--- src/rtl/psb_pkg.sv ---
// Types and constants of the pipeline hazard scoreboard.
// Used by every module of the block; depends on nothing.
package psb_pkg;

  localparam int unsigned NREGS     = 8;
  localparam int unsigned REG_W     = 3;
  localparam int unsigned CNT_W     = 4;
  localparam int unsigned ADDR_W    = 16;
  localparam int unsigned MASK_W    = 6;
  localparam int unsigned OFF_W     = 6;

  localparam logic [CNT_W-1:0]  COUNT_MAX = 4'd15;
  localparam logic [ADDR_W-1:0] KEY_MASK  = 16'hFFFE;

  // Bit positions within the dependency mask.
  localparam int unsigned DEP_SRC1   = 0;
  localparam int unsigned DEP_SRC2   = 1;
  localparam int unsigned DEP_RDMEM  = 2;
  localparam int unsigned DEP_WRDEST = 3;
  localparam int unsigned DEP_WRMEM  = 4;
  localparam int unsigned DEP_WRPC   = 5;

  typedef enum logic [1:0] {
    OP_CHECK  = 2'd0,
    OP_ISSUE  = 2'd1,
    OP_RETIRE = 2'd2
  } opcode_t;

  typedef enum logic [1:0] {
    ERR_NONE      = 2'd0,
    ERR_FULL      = 2'd1,
    ERR_NOT_FOUND = 2'd2,
    ERR_UNDERFLOW = 2'd3
  } err_t;

  typedef struct packed {
    logic [1:0]             opcode;
    logic [MASK_W-1:0]      dep_flags;
    logic [REG_W-1:0]       src1;
    logic [REG_W-1:0]       src2;
    logic [REG_W-1:0]       dest;
    logic                   addr_known;
    logic [ADDR_W-1:0]      mem_addr;
    logic [ADDR_W-1:0]      base_value;
    logic signed [OFF_W-1:0] offset;
    logic                   word_load;
  } item_t;

  typedef struct packed {
    logic              stall_res;
    logic              addr_valid;
    logic [ADDR_W-1:0] addr_out;
    logic              branch_pending;
    err_t              error;
  } result_t;

endpackage

--- src/rtl/psb_addr.sv ---
// Effective address former: base plus sign-extended offset, doubled for words.
// Depends on psb_pkg.
module psb_addr
  import psb_pkg::*;
(
  input  logic [ADDR_W-1:0]        base_value,
  input  logic signed [OFF_W-1:0]  offset,
  input  logic                     word_load,
  output logic [ADDR_W-1:0]        addr
);

  logic [OFF_W:0] off_scaled;

  always_comb begin
    if (word_load) begin
      off_scaled = {offset, 1'b0};
    end else begin
      off_scaled = {offset[OFF_W-1], offset};
    end
  end

  // The sum wraps at the address width.
  assign addr = base_value + {{(ADDR_W-OFF_W-1){off_scaled[OFF_W]}}, off_scaled};

endmodule

--- src/rtl/psb_core.sv ---
// Scoreboard state (pending counts, store table, branch flag) and hazard logic.
// Depends on psb_pkg and psb_addr.
module psb_core
  import psb_pkg::*;
#(
  parameter int unsigned TABLE_SLOTS = 8
)
(
  input  logic    clk,
  input  logic    rst_n,
  input  logic    step,
  input  item_t   item,
  output result_t result
);

  logic [CNT_W-1:0]  reg_pending_r [NREGS];
  logic [ADDR_W-1:0] store_table_r [TABLE_SLOTS];
  logic              branch_r;
  logic              branch_nxt;

  logic [ADDR_W-1:0]      calc_addr;
  logic [ADDR_W-1:0]      eff;
  logic [ADDR_W-1:0]      key;
  logic                   key_nz;
  logic [TABLE_SLOTS-1:0] hit;
  logic [TABLE_SLOTS-1:0] free;
  logic [TABLE_SLOTS-1:0] hit_lo;
  logic [TABLE_SLOTS-1:0] free_lo;
  logic [TABLE_SLOTS-1:0] slot_we;
  logic [ADDR_W-1:0]      slot_wdata;
  logic                   cnt_we;
  logic [CNT_W-1:0]       cnt_wdata;
  logic [CNT_W-1:0]       cnt_s1;
  logic [CNT_W-1:0]       cnt_s2;
  logic [CNT_W-1:0]       cnt_d;

  psb_addr u_addr (
    .base_value (item.base_value),
    .offset     (item.offset),
    .word_load  (item.word_load),
    .addr       (calc_addr)
  );

  assign eff    = item.addr_known ? item.mem_addr : calc_addr;
  assign key    = eff & KEY_MASK;
  assign key_nz = |key;
  assign cnt_s1 = reg_pending_r[item.src1];
  assign cnt_s2 = reg_pending_r[item.src2];
  assign cnt_d  = reg_pending_r[item.dest];

  always_comb begin
    for (int i = 0; i < TABLE_SLOTS; i++) begin
      hit[i]  = (store_table_r[i] == key);
      free[i] = (store_table_r[i] == '0);
    end
  end

  // Isolate the lowest set bit so duplicates resolve to the lowest slot.
  assign hit_lo  = hit & (~hit + 1'b1);
  assign free_lo = free & (~free + 1'b1);

  always_comb begin
    result            = '0;
    result.error      = ERR_NONE;
    branch_nxt        = branch_r;
    slot_we           = '0;
    slot_wdata        = '0;
    cnt_we            = 1'b0;
    cnt_wdata         = cnt_d;
    case (item.opcode)
      OP_CHECK: begin
        if (item.dep_flags[DEP_SRC1] && (cnt_s1 != '0)) begin
          result.stall_res = 1'b1;
        end else if (item.dep_flags[DEP_SRC2] && (cnt_s2 != '0)) begin
          result.stall_res = 1'b1;
        end else if (item.dep_flags[DEP_RDMEM]) begin
          // An unknown address cannot be formed while its base is in flight.
          if (!item.addr_known && (cnt_s1 != '0)) begin
            result.stall_res = 1'b1;
          end else begin
            if (!item.addr_known) begin
              result.addr_valid = 1'b1;
              result.addr_out   = eff;
            end
            if (key_nz && (|hit)) begin
              result.stall_res = 1'b1;
            end
          end
        end
      end
      OP_ISSUE: begin
        if (item.dep_flags[DEP_WRPC]) begin
          branch_nxt = 1'b1;
        end
        if (item.dep_flags[DEP_WRDEST] && (cnt_d != COUNT_MAX)) begin
          cnt_we    = 1'b1;
          cnt_wdata = cnt_d + 1'b1;
        end
        if (item.dep_flags[DEP_WRMEM] && key_nz) begin
          if (|free) begin
            slot_we    = free_lo;
            slot_wdata = key;
          end else begin
            result.error = ERR_FULL;
          end
        end
      end
      OP_RETIRE: begin
        if (item.dep_flags[DEP_WRPC]) begin
          branch_nxt = 1'b0;
        end
        if (item.dep_flags[DEP_WRMEM] && key_nz) begin
          if (|hit) begin
            slot_we = hit_lo;
          end else begin
            result.error = ERR_NOT_FOUND;
          end
        end
        if (item.dep_flags[DEP_WRDEST]) begin
          if (cnt_d != '0) begin
            cnt_we    = 1'b1;
            cnt_wdata = cnt_d - 1'b1;
          end else if (result.error == ERR_NONE) begin
            result.error = ERR_UNDERFLOW;
          end
        end
      end
      default: begin
      end
    endcase
    result.branch_pending = branch_nxt;
  end

  always_ff @(posedge clk) begin
    if (!rst_n) begin
      branch_r <= 1'b0;
      for (int i = 0; i < NREGS; i++) begin
        reg_pending_r[i] <= '0;
      end
      for (int i = 0; i < TABLE_SLOTS; i++) begin
        store_table_r[i] <= '0;
      end
    end else if (step) begin
      branch_r <= branch_nxt;
      if (cnt_we) begin
        reg_pending_r[item.dest] <= cnt_wdata;
      end
      for (int i = 0; i < TABLE_SLOTS; i++) begin
        if (slot_we[i]) begin
          store_table_r[i] <= slot_wdata;
        end
      end
    end
  end

endmodule

--- src/rtl/pipeline_scoreboard.sv ---
// Pipeline hazard scoreboard: input register, hazard core, output register.
// Depends on psb_pkg and psb_core.
//
// Usage: each input word carries one scoreboard operation (check, issue or
// retire) with its dependency mask, register numbers and address fields.
// Every accepted word produces exactly one result word: the stall verdict,
// a computed address for memory reads, the branch flag after the step and
// an error code for issue and retire.
// Both channels use valid/ready. A word is registered on acceptance and is
// evaluated against the scoreboard once the output register is free or
// being read; its result is registered then and out_valid rises. One word
// per cycle is sustained while out_ready stays high; the rate is set by
// the single read-modify-write of the scoreboard state per cycle.
// When the receiver holds out_ready low, the result stays put, the word in
// the input register waits, and in_ready drops once both are occupied.
// Reset (synchronous, active low) clears all pending counts, frees every
// store-table slot, clears the branch flag and empties both registers.
module pipeline_scoreboard
  import psb_pkg::*;
#(
  parameter int unsigned TABLE_SLOTS = 8
)
(
  input  logic                    clk,
  input  logic                    rst_n,
  input  logic                    in_valid,
  output logic                    in_ready,
  input  logic [1:0]              in_opcode,
  input  logic [MASK_W-1:0]       in_dep_flags,
  input  logic [REG_W-1:0]        in_src1,
  input  logic [REG_W-1:0]        in_src2,
  input  logic [REG_W-1:0]        in_dest,
  input  logic                    in_addr_known,
  input  logic [ADDR_W-1:0]       in_mem_addr,
  input  logic [ADDR_W-1:0]       in_base_value,
  input  logic signed [OFF_W-1:0] in_offset,
  input  logic                    in_word_load,
  output logic                    out_valid,
  input  logic                    out_ready,
  output logic                    out_stall_res,
  output logic                    out_addr_valid,
  output logic [ADDR_W-1:0]       out_addr_out,
  output logic                    out_branch_pending,
  output logic [1:0]              out_error
);

  item_t   item_r;
  logic    item_valid_r;
  result_t res_r;
  logic    out_valid_r;
  result_t res_nxt;
  logic    advance;

  assign advance  = item_valid_r && (!out_valid_r || out_ready);
  assign in_ready = !item_valid_r || advance;

  psb_core #(
    .TABLE_SLOTS (TABLE_SLOTS)
  ) u_core (
    .clk    (clk),
    .rst_n  (rst_n),
    .step   (advance),
    .item   (item_r),
    .result (res_nxt)
  );

  always_ff @(posedge clk) begin
    if (!rst_n) begin
      item_valid_r <= 1'b0;
      out_valid_r  <= 1'b0;
    end else begin
      if (in_valid && in_ready) begin
        item_valid_r <= 1'b1;
      end else if (advance) begin
        item_valid_r <= 1'b0;
      end
      if (advance) begin
        out_valid_r <= 1'b1;
      end else if (out_ready) begin
        out_valid_r <= 1'b0;
      end
    end
  end

  always_ff @(posedge clk) begin
    if (in_valid && in_ready) begin
      item_r.opcode     <= in_opcode;
      item_r.dep_flags  <= in_dep_flags;
      item_r.src1       <= in_src1;
      item_r.src2       <= in_src2;
      item_r.dest       <= in_dest;
      item_r.addr_known <= in_addr_known;
      item_r.mem_addr   <= in_mem_addr;
      item_r.base_value <= in_base_value;
      item_r.offset     <= in_offset;
      item_r.word_load  <= in_word_load;
    end
    if (advance) begin
      res_r <= res_nxt;
    end
  end

  assign out_valid          = out_valid_r;
  assign out_stall_res      = res_r.stall_res;
  assign out_addr_valid     = res_r.addr_valid;
  assign out_addr_out       = res_r.addr_out;
  assign out_branch_pending = res_r.branch_pending;
  assign out_error          = res_r.error;

endmodule

--- config.mk ---
export PLATFORM = sky130hd
export DESIGN_NAME = pipeline_scoreboard
export DESIGN_NICKNAME = d
export VERILOG_FILES = /design/src/rtl/psb_pkg.sv /design/src/rtl/psb_addr.sv /design/src/rtl/psb_core.sv /design/src/rtl/pipeline_scoreboard.sv
export SDC_FILE = /design/constraint.sdc
export NUM_CORES = 1
export LEC_CHECK = 0
export ABC_AREA = 1
export BUFFER_PORTS_ARGS = -buffer_cell sky130_fd_sc_hd__buf_2
export CAP_MARGIN = 10
export CORE_MARGIN = 5
export CORE_UTILIZATION = 60
export CTS_CLUSTER_DIAMETER = 50
export DETAILED_ROUTE_END_ITERATION = 8
export GPL_TIMING_DRIVEN = 0
export PLACE_DENSITY = 0.89
export SYNTH_ARGS = -nofsm -noshare
export SYNTH_HDL_FRONTEND = slang
export SYNTH_HIERARCHICAL = 1
export SYNTH_SLANG_ARGS = --single-unit
--- constraint.sdc ---
create_clock -name clk -period 8.5 [get_ports clk]
set_clock_uncertainty 0.1 [all_clocks]
set_input_delay 1.275 -clock clk [delete_from_list [all_inputs] [get_ports clk]]
set_output_delay 1.275 -clock clk [all_outputs]
set_load 0.02 [all_outputs]
After elaboration in Yosys (flattened, before gate mapping)
Memories as Yosys holds them, arrays and structs flattened. A register that Yosys moved wholly into a read port is not among the register bits.
Index checks and enable logic that the tools add are counted.
{"block": "totals", "reg_bits": 81, "memories": 2, "out_inout_bits": 23, "ramBits": 160, "input_bits": 61, "word_cells": 176}
{"name": "u_core.store_table_r", "depth": 8, "width": 16, "rd": 8, "rd_clocked_by_memory_dff": 0, "write_ports": 8, "line_no": "psb_core.sv:17", "rtl": "logic [ADDR_W-1:0] store_table_r [TABLE_SLOTS];"}
{"name": "u_core.reg_pending_r", "depth": 8, "width": 4, "rd": 3, "rd_clocked_by_memory_dff": 3, "write_ports": 8, "line_no": "psb_core.sv:16", "rtl": "logic [CNT_W-1:0] reg_pending_r [NREGS];"}
{"block": "classes", "n_addsub": 5, "n_eq_ne": 11, "bitwise_logic": 14, "mux": 92, "n_reduce_logical": 34}
{"op": "16-bit two-way mux", "n": 12}
{"op": "16-bit equality test", "n": 8}
{"op": "16-bit zero test", "n": 8}
{"op": "1-bit two-way mux", "n": 52}
{"op": "17-bit two-way mux", "n": 2}
{"op": "8-bit two-way mux", "n": 4}
{"op": "18-bit two-way mux", "n": 1}
{"op": "16-bit adder", "n": 1}
{"op": "8-bit by 1-bit adder with 8-bit output, second input constant", "n": 2}
{"op": "8-bit AND", "n": 2}
{"op": "4-bit two-way mux", "n": 4}
{"op": "8-bit inverter", "n": 2}
{"op": "8-bit case mux with 2 select lines", "n": 1}
{"op": "8-bit OR reduction", "n": 2}
{"op": "15-bit OR reduction", "n": 1}
{"op": "2-bit two-way mux", "n": 7}
{"op": "3-bit two-way mux", "n": 4}
{"op": "4-bit nonzero test", "n": 3}
{"op": "1-bit logical AND", "n": 8}
{"op": "1-bit OR", "n": 8}
{"op": "4-bit case mux with 2 select lines", "n": 1}
{"op": "6-bit two-way mux", "n": 1}
{"op": "6-bit OR reduction", "n": 1}
{"op": "5-bit OR reduction", "n": 1}
{"op": "13 further kinds", "n": 20}

Logic depth before layout (Yosys ltp)
{"block": "depth", "word_depth": 15, "mapped_depth": 30, "mapped_depth_nobuf": 29}

Hierarchy
The synthesis kept the hierarchy.
{"mod": "psb_core", "seq_area_each_um2": 4584.4, "instances": 1, "cells_per_inst": 1398, "area_each_um2": 9749.4}
{"mod": "pipeline_scoreboard", "seq_area_each_um2": 2382.3, "instances": 1, "cells_per_inst": 91, "area_each_um2": 2437.3}
{"mod": "psb_addr", "seq_area_each_um2": 0.0, "instances": 1, "cells_per_inst": 195, "area_each_um2": 1026.0}

Least setup slack after synthesis
OpenSTA, ideal clock, no wires.
{"block": "synth_path", "path_type": "input to register", "startpoint": "input port out_ready", "endpoint": "memory u_core.store_table_r[0][10], enable pin", "arrival_time_ns": 3.911, "setup_time_ns": 0.366, "path_buffers": 1, "required_time_ns": 8.034, "stages": 7, "setup_slack_ns": 4.122, "cell_sequence": "inv_1 > a21oi_1 > inv_1 > nor3_4 > nand2_2 > clkbuf_1 > nand2_1"}
{"element": "from (decl)", "line_no": "pipeline_scoreboard.sv:39", "rtl": "input logic out_ready,"}
{"element": "to (decl)", "line_no": "psb_core.sv:17"}

==> flow_summary.ini <==
[worst_setup_path]
endpoint_kind = flip-flop
arrival_ns = 5.34
start_kind = flip-flop
cp.required_ns = 8.56
worst-setup-path-type = flip-flop to flip-flop
path_max_fanout = 15

[synth]
synth_nets = 1765
avgSynthCellArea_um2 = 7.83
syn-instance-count = 1683
synth-warning-count = 6
synth_area_um2 = 13200

[drt]
ant_nets = 0
dr.pass1.iters = 7
detail_route.vias_per_cell = 5.78
drc_errors = 0
wire_per_inst_um = 17.5
drt_iter0_drc = 1720
wirelength_um = 36900
via_count = 12100

[sta]
finalHoldViolCount = 0
slew_headroom = 0.204
final.period_utilization = 0.621
hold_ws_ns = 0.406
fmax_ghz = 0.190
setup_viol = 0
timing.final.crit_period_ns = 5.28
fin_tns_setup_ns = 0
worstMarginPinSlew_ns = 1.19
rsz0062_at_grt = false
drv_slew = 0

[clocking]
clkTransAtPathRegs_ns = 0.05
post_cts_buffers = 0
cts_buffers = 30
postCtsHoldBufs = 0
cts_resized = 0
clock_path_buffers = 3
clock-sinks = 232
cts_tree = built
cts_root_buf = clkbuf_16
worstSkewPairLatency_ns = 0.55
htreeDepth = 1

[floorplanning]
die_width_um = 158
dieHeight_um = 158
core_area_um2 = 21800
io_pins = 84
start_util = 0.606
die_area_um2 = 25000
rows = 54

[power_and_ir_drop]
p_comb_frac = 0.151
p_leak_uw = 0.00711
power.total_uw = 3150
power.density_nw_per_um2 = 209
pwr-share-seq = 0.424
clockPowerShare = 0.425
p_sw_uw = 862
p_sw_frac = 0.274
intPower_uw = 2290
ir_drop_mv = 0.139

[global_route]
grt_max_degree = 46
grt.overflow.total = 0
antenna_found_initial = 0
grt_pass1_wl_um = 58300
track_usage = 0.294
grt_pass1_vias = 11800

[layout]
area_growth_pct = 14.2
finalNetCount = 1881
antenna-diode-count = 0
multi_input_area_um2 = 5140
drive_above_1_share = 0.109
nFillCells = 1542
final_cells = 2102
seqCellArea_um2 = 6940

[flow_run]
maxCapViolCount = 0

[hold_path]
hold_class = flip-flop to flip-flop

[status]
status = completed

[placement]
gp_congestion = 0.972
dp_hpwl_um = 25500
port_buffers = 82
dp_cells = 2047
[worst max-delay path: stages, from the launching register on]
cell      delay (ns)
edfxtp_1        0.40
buf_2           0.19
nor2_1          0.12
ha_1            0.19
inv_1           0.07
fa_1            0.44
inv_1           0.10
nand3_1         0.07
nand3_1         0.13
a21oi_1         0.09
xnor2_1         0.26
inv_1           0.13
nand2_1         0.09
nand2_1         0.30
nand4_1         0.23
nor3_1          0.06
nand3_1         0.16
nand2_1         0.18
nor3_4          0.47
nand2_2         0.24
buf_2           0.27
nand2_1         0.62
[flip-flops by register name, indices dropped and copies added (netlist names)]
signal,count
out_stall_res,1
out_error,2
out_valid,1
out_branch_pending,1
u_core/branch_r,1
item_r,56
u_core/store_table_r,120
u_core/reg_pending_r,32
item_valid_r,1
out_addr_out,16
out_addr_valid,1
[path summary, 6_finish.rpt]
check	start	to	slack, ns	cells after the start
setup / recovery	item_r[0]	u_core/store_table_r[1][9]	3.22	21
hold / removal	item_valid_r	item_valid_r	0.41	2
setup reg to reg	item_r[0]	u_core/store_table_r[1][9]	3.22	21
hold reg to reg	item_valid_r	item_valid_r	0.41	2
[layout make-up]
cell class,instances,area share
timing repair buffer,84,0.0296
clock inverter,16,0.0157
inverter,257,0.0641
multi-input combinational,1164,0.341
clock buffer,39,0.0555
tap,280,0.0233
sequential,232,0.461
buffer,30,0.00989
[metrics by stage]
stage               instance area [um2]  setup slack (ns)  utilization
global placement                  13900              2.92        0.641
global route                      15100              3.02        0.692
floorplan                         13200              4.12            -
detailed placement                14000              3.38        0.643
finish                            15100              3.22        0.692
CTS                               15100              3.30        0.692
[routing by layer]
layer  GRT usage  up-vias  part of all wire
met2       0.507      863              0.49
met3      0.0514      180              0.12
met1       0.355     5525              0.34
met5           0        -                 0
li1            -     5580                 -
met4       0.150        0             0.054
[power by group through the flow]
stage | logic [uW] | clock network [uW] | registers (uW)
6_report | 474 | 1340 | 1330
5_1_grt | 518 | 1410 | 1340
4_1_cts | 457 | 1350 | 1330
3_5_place_dp | 447 | 0 | 1360
3_3_place_gp | 426 | 0 | 1350
2_1_floorplan | 307 | 0 | 1350
[placed cells by master (no fill, tap or decap), types with 6 or more instances in the layout]
cell	n
inv_1	250
inv_2	6
nand2_1	647
nor4_1	12
o211ai_1	6
xnor2_1	8
nand2_2	28
buf_2	93
o21ai_0	23
nor3_1	18
ha_1	20
nand3_1	89
edfxtp_1	229
xor2_1	9
nor2_1	231
a21oi_1	18
nand4_1	30
clkbuf_1	19
clkbuf_16	31
(Power assumes the default switching activity.)
